==> config.mk <==
export PLATFORM = sky130hd
export DESIGN_NAME = cmacc_cell
export DESIGN_NICKNAME = d
export VERILOG_FILES = /design/src/sv/cmacc_pkg.sv /design/src/sv/cmacc_cell.sv
export SDC_FILE = /design/constraint.sdc
export NUM_CORES = 1
export LEC_CHECK = 0
export BUFFER_PORTS_ARGS = -buffer_cell sky130_fd_sc_hd__buf_2
export CAP_MARGIN = 30
export CELL_PAD_IN_SITES_DETAIL_PLACEMENT = 1
export CELL_PAD_IN_SITES_GLOBAL_PLACEMENT = 1
export CORE_MARGIN = 2
export CORE_UTILIZATION = 26
export DETAILED_ROUTE_END_ITERATION = 12
export PLACE_DENSITY = 0.78
export SLEW_MARGIN = 10
export SYNTH_ARGS = -nofsm -noshare
export SYNTH_HDL_FRONTEND = slang
export SYNTH_SLANG_ARGS = --single-unit
==> constraint.sdc <==
create_clock -name clk -period 0.8 [get_ports clk]
set_input_delay 0.16 -clock clk [delete_from_list [all_inputs] [get_ports clk]]
set_output_delay 0.16 -clock clk [all_outputs]
set_load 0.01 [all_outputs]
==> src/sv/cmacc_pkg.sv <==
// ----------------------------------------------------------------------------
// cmacc_pkg
// Shared types and constants of the covariance matrix accumulator.
// ----------------------------------------------------------------------------
package cmacc_pkg;

	localparam int MAX_DIMS_DEF = 128;
	localparam int MAX_ROWS_DEF = 65535;

	localparam int FUNC_W  = 2;
	localparam int VALUE_W = 16;
	localparam int SEL_W   = 7;
	localparam int COV_W   = 32;
	localparam int SUM_W   = 48;
	localparam int ROWS_W  = 16;
	localparam int CFG_W   = 8;
	localparam int PROD_W  = 2 * VALUE_W;

	typedef enum logic [FUNC_W-1:0] {
		FUNC_PUSH  = 2'd0,
		FUNC_READ  = 2'd1,
		FUNC_CLEAR = 2'd2,
		FUNC_NONE  = 2'd3
	} func_t;

	typedef enum logic [2:0] {
		ST_CLEAR,
		ST_IDLE,
		ST_LOAD,
		ST_ACC,
		ST_READ,
		ST_DIV,
		ST_OUT
	} state_t;

endpackage

==> src/sv/cmacc_cell.sv <==
// ----------------------------------------------------------------------------
// cmacc_cell
// One row buffer element of the shift/rotate chain.
// ----------------------------------------------------------------------------
module cmacc_cell (
	input  logic                                 clk,
	input  logic                                 shift,
	input  logic signed [cmacc_pkg::VALUE_W-1:0] din,
	output logic signed [cmacc_pkg::VALUE_W-1:0] q
);
	import cmacc_pkg::*;

	logic signed [VALUE_W-1:0] val_q;

	always_ff @(posedge clk) begin
		if (shift) begin
			val_q <= din;
		end
	end

	assign q = val_q;
endmodule

## Word level (Yosys, flattened, before mapping)

Cells that the tools add are included.

- Shift-type cells: 0
- Equal/unequal tests: 0
- Bitwise logic cells: 0
- Div/mod/pow operators: 0
- Reductions and logical operators: 0
- Muxes and demuxes: 0
- Add/subtract/negate cells: 0
- $lt $le $gt $ge: 0
- Multipliers: 0

- Bits in latches: 0
- Output and inout port bits: 16
- Memories: 0
- Bits in writable memories: 0
- Memory bits (read-only): 0
- Logic and storage cells: 1
- Flip-flop bits (word level): 16

## Longest topological paths before layout

- Depth after elaboration: 0
- Mapped depth: 0

## Worst setup path after synthesis

No wires, ideal clock.

- Kind: register -> output
- From: register val_q[0] (netlist: q[0])
- To: output q[0] (netlist name)
- Arrival time: 0.394 ns
- Slack: 0.246 ns
- Data required time: 0.640 ns
- Path buffers: 0
- Cell stages (with the launch flop): 1
- Path through: edfxtp_1

RTL lines:

| item | line | text |
|---|---|---|
| start, declared | cmacc_cell.sv:13 | `logic signed [VALUE_W-1:0] val_q;` |
| start signal, assigned | cmacc_cell.sv:17 | `val_q <= din;` |
| end, declared | cmacc_cell.sv:9 | `output logic signed [cmacc_pkg::VALUE_W-1:0] q` |

No word-level cell between the ends.

## Worst setup path after layout

- From: register val_q[1] (netlist: q[1])
- To: output q[1] (netlist name)

No word-level cell between the ends.

==> metrics.txt <==
run status finished, violations left; failing checks negative setup slack; syn_area_per_cell about 30 sq um; Die Wd around 47 um; area of the multi-input gates 0 sq um; Worst-path clk slew about 80 ps; post-synthesis sequential area ratio 1.00; Max-cap violations 0; Layout fillers between 150 and 200; detailed-route via count between 200 and 300; max-slew violation count 0; Final WS setup -148 ps; # rows 15; share of layout cells above drive strength 1 0.704; Mapped Area 480 sq um; number of global-route vias before repair 281; IO buf count 33; Slew @ Worst Pin roughly 85 ps; Warnings, synthesis 0; Synth Register Bits 16; unrepaired setup endpoints after global routing yes; GRT Total Usage 0.0800; CTS max path bufs 2; endpoints failing setup 16; met3 usage 0.0385; final hold vios 0; Startpoint Class flip-flop; largest net degree at the start of global routing 14; placed cell areas between 700 and 800 sq um; Routed wire per std cell 10.7 um; critical path, cell by cell buf_6; drt drc 0; Final Cycle Share 1.18; maximum vdd drop 0.000950 V; Worst Path Required about 640 ps; multi-input gates 0; PD cells approximately 2100 nW/um^2; WS Path Type flip-flop to output port; total CTS buffers 3; setup bufs post-CTS 0; final RePlAce weighted congestion 0.643; leakage between 0.3 and 0.4 nW; Hold Path Class input port to flip-flop; starting density of the core 0.278; syn nets 34; grt met2 use 0.115; Bufs and invs on worst path 1; grt peak-use layer met2; fin area roughly 730 sq um; final antenna-violating net count 0; Relative slew margins 0.943; n_diodes 0; M1 GR Usage 0.0889; DP Cell Count between 70 and 80; first-pass GRT wire length approximately 1100 um; die area roughly 2200 sq um; Largest register FFs 16; area share of the leading cell type in the synthesized netlist 1.00; core area between 1500 and 2000 sq um; crit-path leading delay family flip-flops; CTS root buf clkbuf_4; initial antenna violation count 0; TritonCTS clock tree done; Nets 74; global route total overflow 0; f_max roughly 1100 MHz; H-Tree Depth 1; Max stage delay on crit path approximately 380 ps; minimum clock period 948 ps; Hold Crit Start din[3]; Final Non-Filler Cells slightly below 80; Layout area overhead 52.6%; Area contributors post-synth edfxtp_1 (100%); Worst Setup SP q[1]; Die H between 40 and 50 um; via/cell ratio between 3 and 4; critical path fanouts, max 1; Crit. End Element output port; library cells used by synthesis 1; CTS sink cnt 16; slowest cell on the critical path edfxtp_1; CP arrival about 790 ps; initial DRC count 6; # IOs 34; Synth area leader edfxtp_1; Synth Instances 16; final WL roughly 850 um; DRT Pass-1 Iters 2
==> area by class of cell <==
| cell class | instances | area [sq um] | share of cell area |
|---|---|---|---|
| clock buffers | 3 | 22.5 | 0.0307 |
| well taps | 25 | 31.3 | 0.0427 |
| flip-flops and latches | 16 | 480 | 0.655 |
| repair buffers | 35 | 199 | 0.271 |
==> kinds of logic (layout without fill, tap and decap cells) <==
kind of cell / after synthesis / in the layout / synth area share
flip-flops: 16 / 16 / 1.00
buffers and inverters: 0 / 38 / 0
==> routing by layer <==
layer | vias to the layer above | share of wire
li1 | 141 | -
met3 | 0 | 0.15
met4 | 0 | 0
met5 | - | 0
met2 | 21 | 0.47
met1 | 132 | 0.38
==> cells in the final DEF (no fill, tap or decap), drive strengths merged <==
cell    netlist  routed
buf           0      35
edfxtp       16      16
clkbuf        0       3
==> synthesized netlist by cell type (all sizes together) <==
| library cell | count |
|---|---|
| edfxtp | 16 |
==> worst paths after layout <==
| check | endpoint | slack (ps) | depth (start not counted) |
|---|---|---|---|
| worst max-delay path | q[1] | -150 | 1 |
| worst min-delay path | q[3] | 60 | 1 |
==> stage by stage <==
| stage | power (mW) | hold WS (ps) | utilization | setup TNS (ps) | setup slack, ps |
|---|---|---|---|---|---|
| 5_1_grt | 1.64 | 40.5 | 0.425 | -2880 | -200 |
| 3_5_place_dp | 1.20 | 338 | 0.408 | 0 | 87.6 |
| 2_1_floorplan | 1.07 | 259 | - | 0 | 246 |
| 3_3_place_gp | 1.19 | 336 | 0.408 | 0 | 91.1 |
| 4_1_cts | 1.59 | 46.6 | 0.421 | -2440 | -162 |
| 6_report | 1.57 | 55.2 | 0.425 | -2210 | -148 |
==> repair_timing <==
| action | CTS | global route |
|---|---|---|
| gates resized for setup | 0 | 1 |
| setup endpoints to repair | 16 | 16 |
| hold buffers | 0 | 0 |
==> where the power goes <==
part	switching [mW]	internal, mW	total, mW
clock network	0.221	0.174	0.395
logic	0.0824	0.0871	0.170
registers	0.0135	0.994	1.01
total	0.317	1.26	1.57
Note: power is estimated with default switching activity, not from simulation.
