## src/sv/cmacc_pkg.sv

```systemverilog
// ----------------------------------------------------------------------------
// cmacc_pkg
// Shared types and constants of the covariance matrix accumulator.
// ----------------------------------------------------------------------------
package cmacc_pkg;

	localparam int MAX_DIMS_DEF = 128;
	localparam int MAX_ROWS_DEF = 65535;

	localparam int FUNC_W  = 2;
	localparam int VALUE_W = 16;
	localparam int SEL_W   = 7;
	localparam int COV_W   = 32;
	localparam int SUM_W   = 48;
	localparam int ROWS_W  = 16;
	localparam int CFG_W   = 8;
	localparam int PROD_W  = 2 * VALUE_W;

	typedef enum logic [FUNC_W-1:0] {
		FUNC_PUSH  = 2'd0,
		FUNC_READ  = 2'd1,
		FUNC_CLEAR = 2'd2,
		FUNC_NONE  = 2'd3
	} func_t;

	typedef enum logic [2:0] {
		ST_CLEAR,
		ST_IDLE,
		ST_LOAD,
		ST_ACC,
		ST_READ,
		ST_DIV,
		ST_OUT
	} state_t;

endpackage

```

## src/sv/cmacc_div.sv

```systemverilog
// ----------------------------------------------------------------------------
// cmacc_div
// Restoring divider: signed sum by unsigned row count, one bit per cycle,
// quotient truncated toward zero.
// ----------------------------------------------------------------------------
module cmacc_div (
	input  logic                                clk,
	input  logic                                arst_n,
	input  logic                                start,
	input  logic signed [cmacc_pkg::SUM_W-1:0]  dividend,
	input  logic [cmacc_pkg::ROWS_W-1:0]        divisor,
	output logic                                done,
	output logic signed [cmacc_pkg::SUM_W-1:0]  quotient
);
	import cmacc_pkg::*;

	localparam int CW = $clog2(SUM_W + 1);

	logic [CW-1:0]     cnt_q;
	logic              busy_q;
	logic              done_q;
	logic              neg_q;
	logic [ROWS_W-1:0] dvs_q;
	logic [ROWS_W:0]   rem_q;
	logic [SUM_W-1:0]  quo_q;
	logic [ROWS_W:0]   rem_sh;
	logic              fits;

	assign rem_sh = {rem_q[ROWS_W-1:0], quo_q[SUM_W-1]};
	assign fits   = rem_sh >= {1'b0, dvs_q};

	always_ff @(posedge clk or negedge arst_n) begin
		if (!arst_n) begin
			busy_q <= 1'b0;
			done_q <= 1'b0;
			cnt_q  <= '0;
		end else begin
			done_q <= 1'b0;
			if (start) begin
				busy_q <= 1'b1;
				cnt_q  <= CW'(SUM_W);
			end else if (busy_q) begin
				cnt_q <= cnt_q - 1'b1;
				if (cnt_q == CW'(1)) begin
					busy_q <= 1'b0;
					done_q <= 1'b1;
				end
			end
		end
	end

	always_ff @(posedge clk) begin
		if (start) begin
			neg_q <= dividend[SUM_W-1];
			quo_q <= dividend[SUM_W-1] ? SUM_W'(-dividend) : dividend;
			rem_q <= '0;
			dvs_q <= divisor;
		end else if (busy_q) begin
			rem_q <= fits ? (rem_sh - {1'b0, dvs_q}) : rem_sh;
			quo_q <= {quo_q[SUM_W-2:0], fits};
		end
	end

	assign done     = done_q;
	assign quotient = neg_q ? -$signed(quo_q) : $signed(quo_q);
endmodule

```

## config.mk

```make
export PLATFORM = sky130hd
export DESIGN_NAME = cmacc_div
export DESIGN_NICKNAME = d
export VERILOG_FILES = /design/src/sv/cmacc_pkg.sv /design/src/sv/cmacc_div.sv
export SDC_FILE = /design/constraint.sdc
export NUM_CORES = 1
export LEC_CHECK = 0
export BUFFER_PORTS_ARGS = -buffer_cell sky130_fd_sc_hd__buf_2
export CAP_MARGIN = 20
export CORE_MARGIN = 1.5
export CORE_UTILIZATION = 40
export CTS_BUF_LIST = sky130_fd_sc_hd__clkbuf_8
export DETAILED_ROUTE_END_ITERATION = 10
export PLACE_DENSITY = 0.69
export SKIP_CTS_REPAIR_TIMING = 1
export SYNTH_ARGS = -nofsm -noshare
export SYNTH_HDL_FRONTEND = slang
export SYNTH_SLANG_ARGS = --single-unit
```

## constraint.sdc

```tcl
create_clock -name clk -period 4.8 [get_ports clk]
set_clock_uncertainty 0.2 [all_clocks]
set_input_delay 0.96 -clock clk [delete_from_list [all_inputs] [get_ports clk]]
set_output_delay 0.96 -clock clk [all_outputs]
set_load 0.02 [all_outputs]
```

Yosys cells after proc, flatten, opt, wreduce, memory -nomap -nowiden. Cells that the tools add are included.

Equality and inequality tests: 1. Reduce and logical (&&, ||, !) cells: 1. Add/sub/neg operators: 4. Mux-type cells: 13. $lt $le $gt $ge: 1.

Operators by type and width (count): 48-bit 2-to-1 mux (4); 48-bit negator (2); 17-bit by 16-bit greater-or-equal comparator with 1-bit output (1); 16-bit 2-to-1 mux (1); 16-bit subtractor (1); 6-bit 2-to-1 mux (2); 6-bit by 1-bit equality test with 1-bit output (second input constant) (1); 1-bit 2-to-1 mux (6); 6-bit by 1-bit subtractor with 6-bit output (second input constant) (1); 2-bit nonzero test (1).

Logic and storage cells: 27. Input port bits: 67. Flip-flop bits (word level): 89. Output and inout port bits: 49.

Logic depth before layout (Yosys ltp). Gate-level depths: netlist (run 1).

Word-level depth: 4. Depth in mapped cells: 11. Mapped depth without buffers: 10.

Worst setup path before layout (run 1). Ideal clock, no wire load.

Kind: register to output. Start: register quo_q[27]. End: output port quotient[47] in the netlist's numbering. Arrival time: 2671 ps. Path buffers: 1. Slack: 969 ps. Required time: 3640 ps. Cell stages (with the launch flop): 9. Cells stage by stage: edfxtp_1 > or4_1 > or2_0 > or3_1 > or2_1 > buf_2 > or3_4 > o41ai_2 > xnor2_1.

Cells in the longest elaborated chain, start to end: 2.

Ends and longest elaborated chain: start: declaration (line cmacc_div.sv:25) `logic [SUM_W-1:0] quo_q;`; start signal: assignment (line cmacc_div.sv:55) `quo_q <= dividend[SUM_W-1] ? SUM_W'(-dividend) : dividend;`; start signal: assignment (line cmacc_div.sv:60) `quo_q <= {quo_q[SUM_W-2:0], fits};`; 48-bit negator (line cmacc_div.sv:65) `assign quotient = neg_q ? -$signed(quo_q) : $signed(quo_q);`; 48-bit 2-to-1 mux (line cmacc_div.sv:65); end: declaration (line cmacc_div.sv:13) `output logic signed [cmacc_pkg::SUM_W-1:0] quotient`.

No other way between the ends.

Final worst setup path (run 1).
Start: register quo_q[6]. End: output port quotient[47] in the netlist's numbering.

The elaborated chain is that of the path after synthesis.

==> results by group, run 1 <==
Outcome
  – Outcome: finished clean

STA
  – Final Cycle Share: 0.9620
  – Fin worst setup slack: approximately 180 ps
  – Worst Tran Pin Value: roughly 1000 ps
  – Max Slew Vio Count: 0
  – Setup TNS: 0 ps
  – Setup violations, final: 0
  – Max Freq: ~220 MHz
  – Min Tclk post-route: roughly 4600 ps
  – Unrepaired setup endpoints after global routing: false
  – Final count of hold timing violations: 0
  – Headroom to the max-slew limit: 0.2997

Synth
  – Most common cell in the netlist: edfxtp_1
  – Synth Flop Type: edfxtp_1
  – Syn avg cell area: slightly above 9 um2
  – Synth top area cells: edfxtp_1, xnor2_1, xor2_1
  – Asr flop ratio synth: 0.08989
  – Number of synthesized register bits: 89
  – Mapped Cells: slightly below 700
  – Most frequent cells after synthesis: edfxtp_1, xnor2_1, nor2_1
  – YS warnings: 0
  – Post-synth EDFFs: 65
  – Seq/Total Area, Yosys: 0.3928
  – Post-Syn Area: 6295 um2
  – Yosys top cell by area: edfxtp_1
  – Post-Syn Nets: 762
  – Cell variety after synth: 58
  – Synth top area share: 0.3101

Final layout
  – Final-layout fill cell count: roughly 1,500
  – Inserted Diodes: 0
  – Non-filler cells, final: around 1,000
  – Syn-to-layout area delta: 15.05%
  – Layout cells sized above 1: 0.2146
  – Final non-filler cell area: about 7200 um2
  – Final nets: 866

Run
  – Max-Cap Viols: 0

Route
  – Vias: 5,343
  – Met3 WL: approximately 900 um
  – DR pass1 iterations: 5
  – Vias per inst: between 5 and 6
  – WL met1: approximately 7300 um
  – Routed wl met2: approximately 7000 um
  – Drt wl/cell: about 16 um
  – DRC: 0
  – Final ANT Viol Nets: 0
  – Drt total wl: 15,500 um
  – Max Used Layer: met4
  – First-iteration detailed-routing DRC count: between 400 and 500

Pwr
  – Sequential power share: 0.410
  – Power Density: between 300 and 400 nW/um2
  – Peak supply drop: ~0.15 mV
  – Combinational fraction of design power: 0.420
  – P_int: about 1.6 mW
  – Switching Share: 0.3906
  – Lkg Pwr: roughly 2.8 nW
  – Clock power frac: 0.170
  – Sw power: ~1.1 mW

Clock tree
  – Number of H-tree levels: 3
  – CTS buffer count: 9
  – Reg clk slew, reported paths: approximately 90 ps
  – CTS tree: built
  – Root Driver: clkbuf_8
  – CTS sink cnt: 89
  – Clock latency on the worst-skew pair: ~380 ps
  – Clock Path Buffers: 2

Setup path
  – Cells on worst reg2reg path: 10
  – Largest stage delay on the critical path: ~640 ps
  – Worst EP arrival: approximately 3500 ps
  – WP depth: 8
  – Crit path capture type: output pin
  – CP Launch Type: flip-flop
  – Crit-path max FO: 7
  – Delay-heaviest family, CP: simple AND/OR/NAND/NOR gates
  – Critical path class: flip-flop to output pin
  – Crit-path cells: or4_1 > nor4_2 > nand3_1 > or2_1 > or3_4 > o41ai_2 > xnor2_1 > buf_2
  – Worst path slowest cell: or4_1
  – WP buf/inv: 1
  – Critical Path RT: ~3600 ps

Die
  – Die area: between 15,000 and 20,000 um2
  – Chip Height: ~130 um
  – Die width: 128.4 um
  – Io pins: between 100 and 150
  – Starting Density: 0.4125
  – Core Area: approximately 15,000 um2
  – Number of cell rows: 45

Global route
  – First-pass GRT wire length: between 20,000 and 25,000 um
  – Number of global-route vias before repair: 4,939
  – Gr ovfl total: 0
  – Pin count of the biggest net entering global routing: approximately 70
  – GRT Resource Usage Total: 0.1908
  – Initial antenna violation count: 0

Worst hold path
  – Hold Path Class: input port to asynchronous set/reset pin

Place
  – HPWL after DPL: approximately 12,000 um
  – Post-place setup slack: about 470 ps
  – Port bufs: around 120
  – RD Place Congestion: 0.8445
  – Cell Area, Placed: ~7000 um2
  – Dpl cells: 977
==> flip-flops by register name, indices dropped and copies added (netlist names) <==
name and count:
quo_q 48, dvs_q 16, rem_q 16, cnt_q 6, busy_q 1, done 1
neg_q 1
==> layer usage <==
layer / track usage / vias to the layer above
met4: 0.07469 / 0
met5: 0 / -
li1: - / 2676
met3: 0.03285 / 19
met1: 0.2648 / 2482
met2: 0.2979 / 166
==> cell type report <==
class                           count  area (um2)  share of cell area
Clock buffer                        9       123.9             0.01710
Clock inverter                      7       32.53            0.004492
Inverter                           28       105.1             0.01451
Multi-Input combinational cell    529        3621              0.5000
Sequential cell                    89        2472              0.3414
Tap cell                          211       264.0             0.03645
Timing Repair Buffer              121       623.1             0.08604
==> cell usage in the layout, fill, tap and decap left out, drive strengths merged, types with 14 or more instances in the layout <==
| master | count |
|---|---|
| xor2 | 45 |
| nor2 | 58 |
| ha | 20 |
| nor3 | 14 |
| nand2 | 49 |
| inv | 33 |
| or4 | 14 |
| xnor2 | 63 |
| a21oi | 47 |
| mux2i | 14 |
| o31ai | 22 |
| mux2 | 19 |
| nand3 | 14 |
| buf | 121 |
| o21ai | 49 |
| o41ai | 14 |
| edfxtp | 65 |
| dfxtp | 16 |
==> power by group through the flow <==
stage	registers, mW	logic, mW	clock network, mW
2_1_floorplan	1.08	0.854	0
3_3_place_gp	1.11	1.12	0
3_5_place_dp	1.12	1.13	0
4_1_cts	1.10	1.14	0.470
5_1_grt	1.13	1.26	0.503
6_report	1.11	1.13	0.458
==> path summary, 6_finish.rpt <==
path	startpoint	to	slack (ps)
max reg2reg	dvs_q[6]	rem_q[6]	1870
min in group clk	rem_q[3]	rem_q[3]	280
max in group asynchronous	arst_n	cnt_q[5]	4020
min	arst_n	cnt_q[0]	210
max	quo_q[6]	quotient[47]	180
min reg2reg	rem_q[3]	rem_q[3]	280
==> kinds of logic (layout without fill, tap and decap cells) <==
group                      Yosys count  count (layout)  share of synthesized area
and+or+nand+nor                    201             201                     0.1570
buffers and inverters               56             165                    0.03439
muxes                               33              33                    0.05625
DFF                                 89              89                     0.3928
AOI/OAI and AO/OA                  166             166                     0.1664
xor gates and xnor gates           108             108                     0.1503
adders and majority gates           21              21                    0.04293
==> through the flow <==
stage,hold slack [ps],util,power [mW]
after global placement,269.9,0.4631,2.233
after global routing,196.2,0.4746,2.884
after CTS,203.1,0.4734,2.709
after floorplan,250.5,-,1.936
after detailed placement,278.0,0.4631,2.251
final,210.5,0.4746,2.695
Power figures use the tool's default switching activity.
==> run 2, diff against run 1 <==
--- a/config.mk
+++ b/config.mk
@@ -11,6 +11,7 @@
 export CORE_UTILIZATION = 40
 export CTS_BUF_LIST = sky130_fd_sc_hd__clkbuf_8
 export DETAILED_ROUTE_END_ITERATION = 10
+export MAX_ROUTING_LAYER = met4
 export PLACE_DENSITY = 0.69
 export SKIP_CTS_REPAIR_TIMING = 1
 export SYNTH_ARGS = -nofsm -noshare
==> run 2 against run 1 <==
Worst setup slack improved by 4.6 ps; sequential power barely moved; via count fell by 0.28%; fmax barely moved; worst hold slack barely moved; count of clock-buffer cells in the layout did not move; register-to-register slack barely moved; core utilization did not move; non-clock buffer count did not move; largest power group unchanged; highest routed layer unchanged.
==> results by group, run 2 (synthesis results as in run 1) <==
Setup path
  – Largest stage delay on the critical path: 640 ps (about the same)
  – Worst path slowest cell: or4_1
  – CP Launch Type: flip-flop
  – WP buf/inv: 1 (unchanged)
  – RR Endpoint: rem_q[6]
  – Worst EP arrival: 3450 ps (about the same)
  – Crit path capture type: output pin
  – Crit-path max FO: 7 (unchanged)
  – Critical path class: flip-flop to output pin
  – Critical Path RT: 3640 ps (about the same)
  – FF-to-FF setup slack: 1870 ps (about the same)
  – Crit-path cells: or4_1 > nor4_2 > nand3_1 > or2_1 > or3_4 > o41ai_2 > xnor2_1 > buf_2
  – Worst reg2reg startpoint: dvs_q[6]
  – Delay-heaviest family, CP: simple AND/OR/NAND/NOR gates
  – Cells on worst reg2reg path: 10 (unchanged)

Final layout
  – Largest regs: quo_q (48), dvs_q (16), rem_q (16)
  – Final Util: 0.4746 (unchanged)
  – Commonest cells after routing, fill and taps aside: buf_2, edfxtp_1, xnor2_1
  – Max FFs per register: 48 (unchanged)
  – Syn-to-layout area delta: 15.05% (unchanged)
  – Commonest non-fill, non-tap cell in the layout: buf_2
  – Final nets: 866 (unchanged)
  – Inserted Diodes: 0 (unchanged)
  – Largest reg by FF count: quo_q
  – Layout cells sized above 1: 0.2146 (unchanged)

Global route
  – Initial antenna violation count: 0 (unchanged)
  – First-pass GRT wire length: 24,700 um (-0.14%)
  – Pin count of the biggest net entering global routing: 69 (unchanged)
  – Number of global-route vias before repair: 4,942 (+0.061%)
  – GRT Resource Usage Total: 0.1962 (+0.005314)
  – Gr ovfl total: 0 (unchanged)

Route
  – Final ANT Viol Nets: 0 (unchanged)
  – DR pass1 iterations: 6 (+1)
  – DRC: 0 (unchanged)
  – Vias: 5,328 (-0.28%)
  – Vias per inst: 5.360 (-0.28%)
  – Drt total wl: 15,540 um (+0.24%)
  – Drt wl/cell: 15.63 um (+0.24%)
  – First-iteration detailed-routing DRC count: 452 (+1.3%)

Pwr
  – Clock power frac: 0.170 (about the same)
  – Sw power: 1.051 mW (-0.16%)
  – Total power: 2.693 mW (about the same)
  – Power Density: 371.9 nW/um2 (about the same)
  – Combinational fraction of design power: 0.420 (about the same)
  – Switching Share: 0.3902 (about the same)
  – Lkg Pwr: 2.850 nW (unchanged)
  – Sequential power share: 0.410 (about the same)
  – Peak supply drop: 0.1517 mV (about the same)
  – P_int: 1.642 mW (unchanged)

Die
  – Die width: 128.4 um (unchanged)
  – Die area: 16,500 um2 (unchanged)
  – Io pins: 116 (unchanged)
  – Starting Density: 0.4125 (unchanged)
  – Chip Height: 128.4 um (unchanged)
  – Number of cell rows: 45 (unchanged)
  – Core Area: 15,260 um2 (unchanged)

Place
  – HPWL after DPL: 11,580 um (unchanged)
  – Port bufs: 115 (unchanged)
  – RD Place Congestion: 0.8578 (+1.6%)
  – Post-place setup slack: 474.1 ps (unchanged)

STA
  – Headroom to the max-slew limit: 0.2968 (-0.002841)
  – Setup violations, final: 0 (unchanged)
  – Fin worst setup slack: 186.8 ps (+4.585 ps)
  – Min Tclk post-route: 4613 ps (-4.585 ps)
  – Worst Tran Pin Value: 1053 ps (+4.255 ps)
  – Max Freq: 216.8 MHz (about the same)
  – Max Slew Vio Count: 0 (unchanged)
  – Final Cycle Share: 0.9611 (about the same)
  – Unrepaired setup endpoints after global routing: false
  – Setup TNS: 0 ps (unchanged)
  – Final count of hold timing violations: 0 (unchanged)

Clock tree
  – CTS sink cnt: 89 (unchanged)
  – Root Driver: clkbuf_8
  – Reg clk slew, reported paths: 90 ps (about the same)
  – Clock Path Buffers: 2 (unchanged)
  – Number of H-tree levels: 3 (unchanged)
  – CTS buffer count: 9 (unchanged)
  – Clock latency on the worst-skew pair: 380 ps (about the same)
  – CTS tree: built

Worst hold path
  – Hold Path Class: input port to asynchronous set/reset pin

Run
  – Max-Cap Viols: 0 (unchanged)

Outcome
  – Outcome: finished clean
-- run 2: how the worst max path moves through the flow --
stage | from | endpoint | cells after the start
CTS | quo_q[6] | quotient[47] | 8
global route | quo_q[5] | quotient[47] | 8
floorplan | quo_q[27] | quotient[47] | 8
global placement | quo_q[5] | quotient[47] | 8
finish | quo_q[6] | quotient[47] | 8
detailed placement | quo_q[5] | quotient[47] | 8
-- run 2: power by group through the flow --
stage | clock [mW] | sequential [mW] | combinational [mW]
3_3_place_gp | 0 | 1.11 | 1.12
2_1_floorplan | 0 | 1.08 | 0.854
3_5_place_dp | 0 | 1.12 | 1.13
4_1_cts | 0.470 | 1.10 | 1.14
6_report | 0.457 | 1.11 | 1.13
5_1_grt | 0.503 | 1.13 | 1.25
-- run 2: final cells by class --
| class | count | area (um2) |
|---|---|---|
| fillers | 1506 | 8016 |
| multi-input cells | 529 | 3621 |
| flip-flops and latches | 89 | 2472 |
| repair buffers | 121 | 623.1 |
| well taps | 211 | 264.0 |
| clock buffers | 9 | 123.9 |
| inverters | 28 | 105.1 |
| clock inverters | 7 | 32.53 |
-- run 2: layer usage --
layer | global-route usage | part of all wire | vias to the layer above
li1 | - | - | 2673
met3 | 0.03451 | 0.054 | 18
met5 | - | 0 | -
met2 | 0.2985 | 0.45 | 151
met4 | 0.06477 | 0.016 | 0
met1 | 0.2653 | 0.48 | 2486
-- run 2: stage by stage --
stage / hold WS [ps] / cell area, um2 / instances
after floorplan: 250.5 / 6295 / 674
after global placement: 269.9 / 7067 / 977
after detailed placement: 278.0 / 7067 / 977
after CTS: 203.1 / 7223 / 993
after global routing: 197.1 / 7242 / 994
final: 210.6 / 7242 / 994
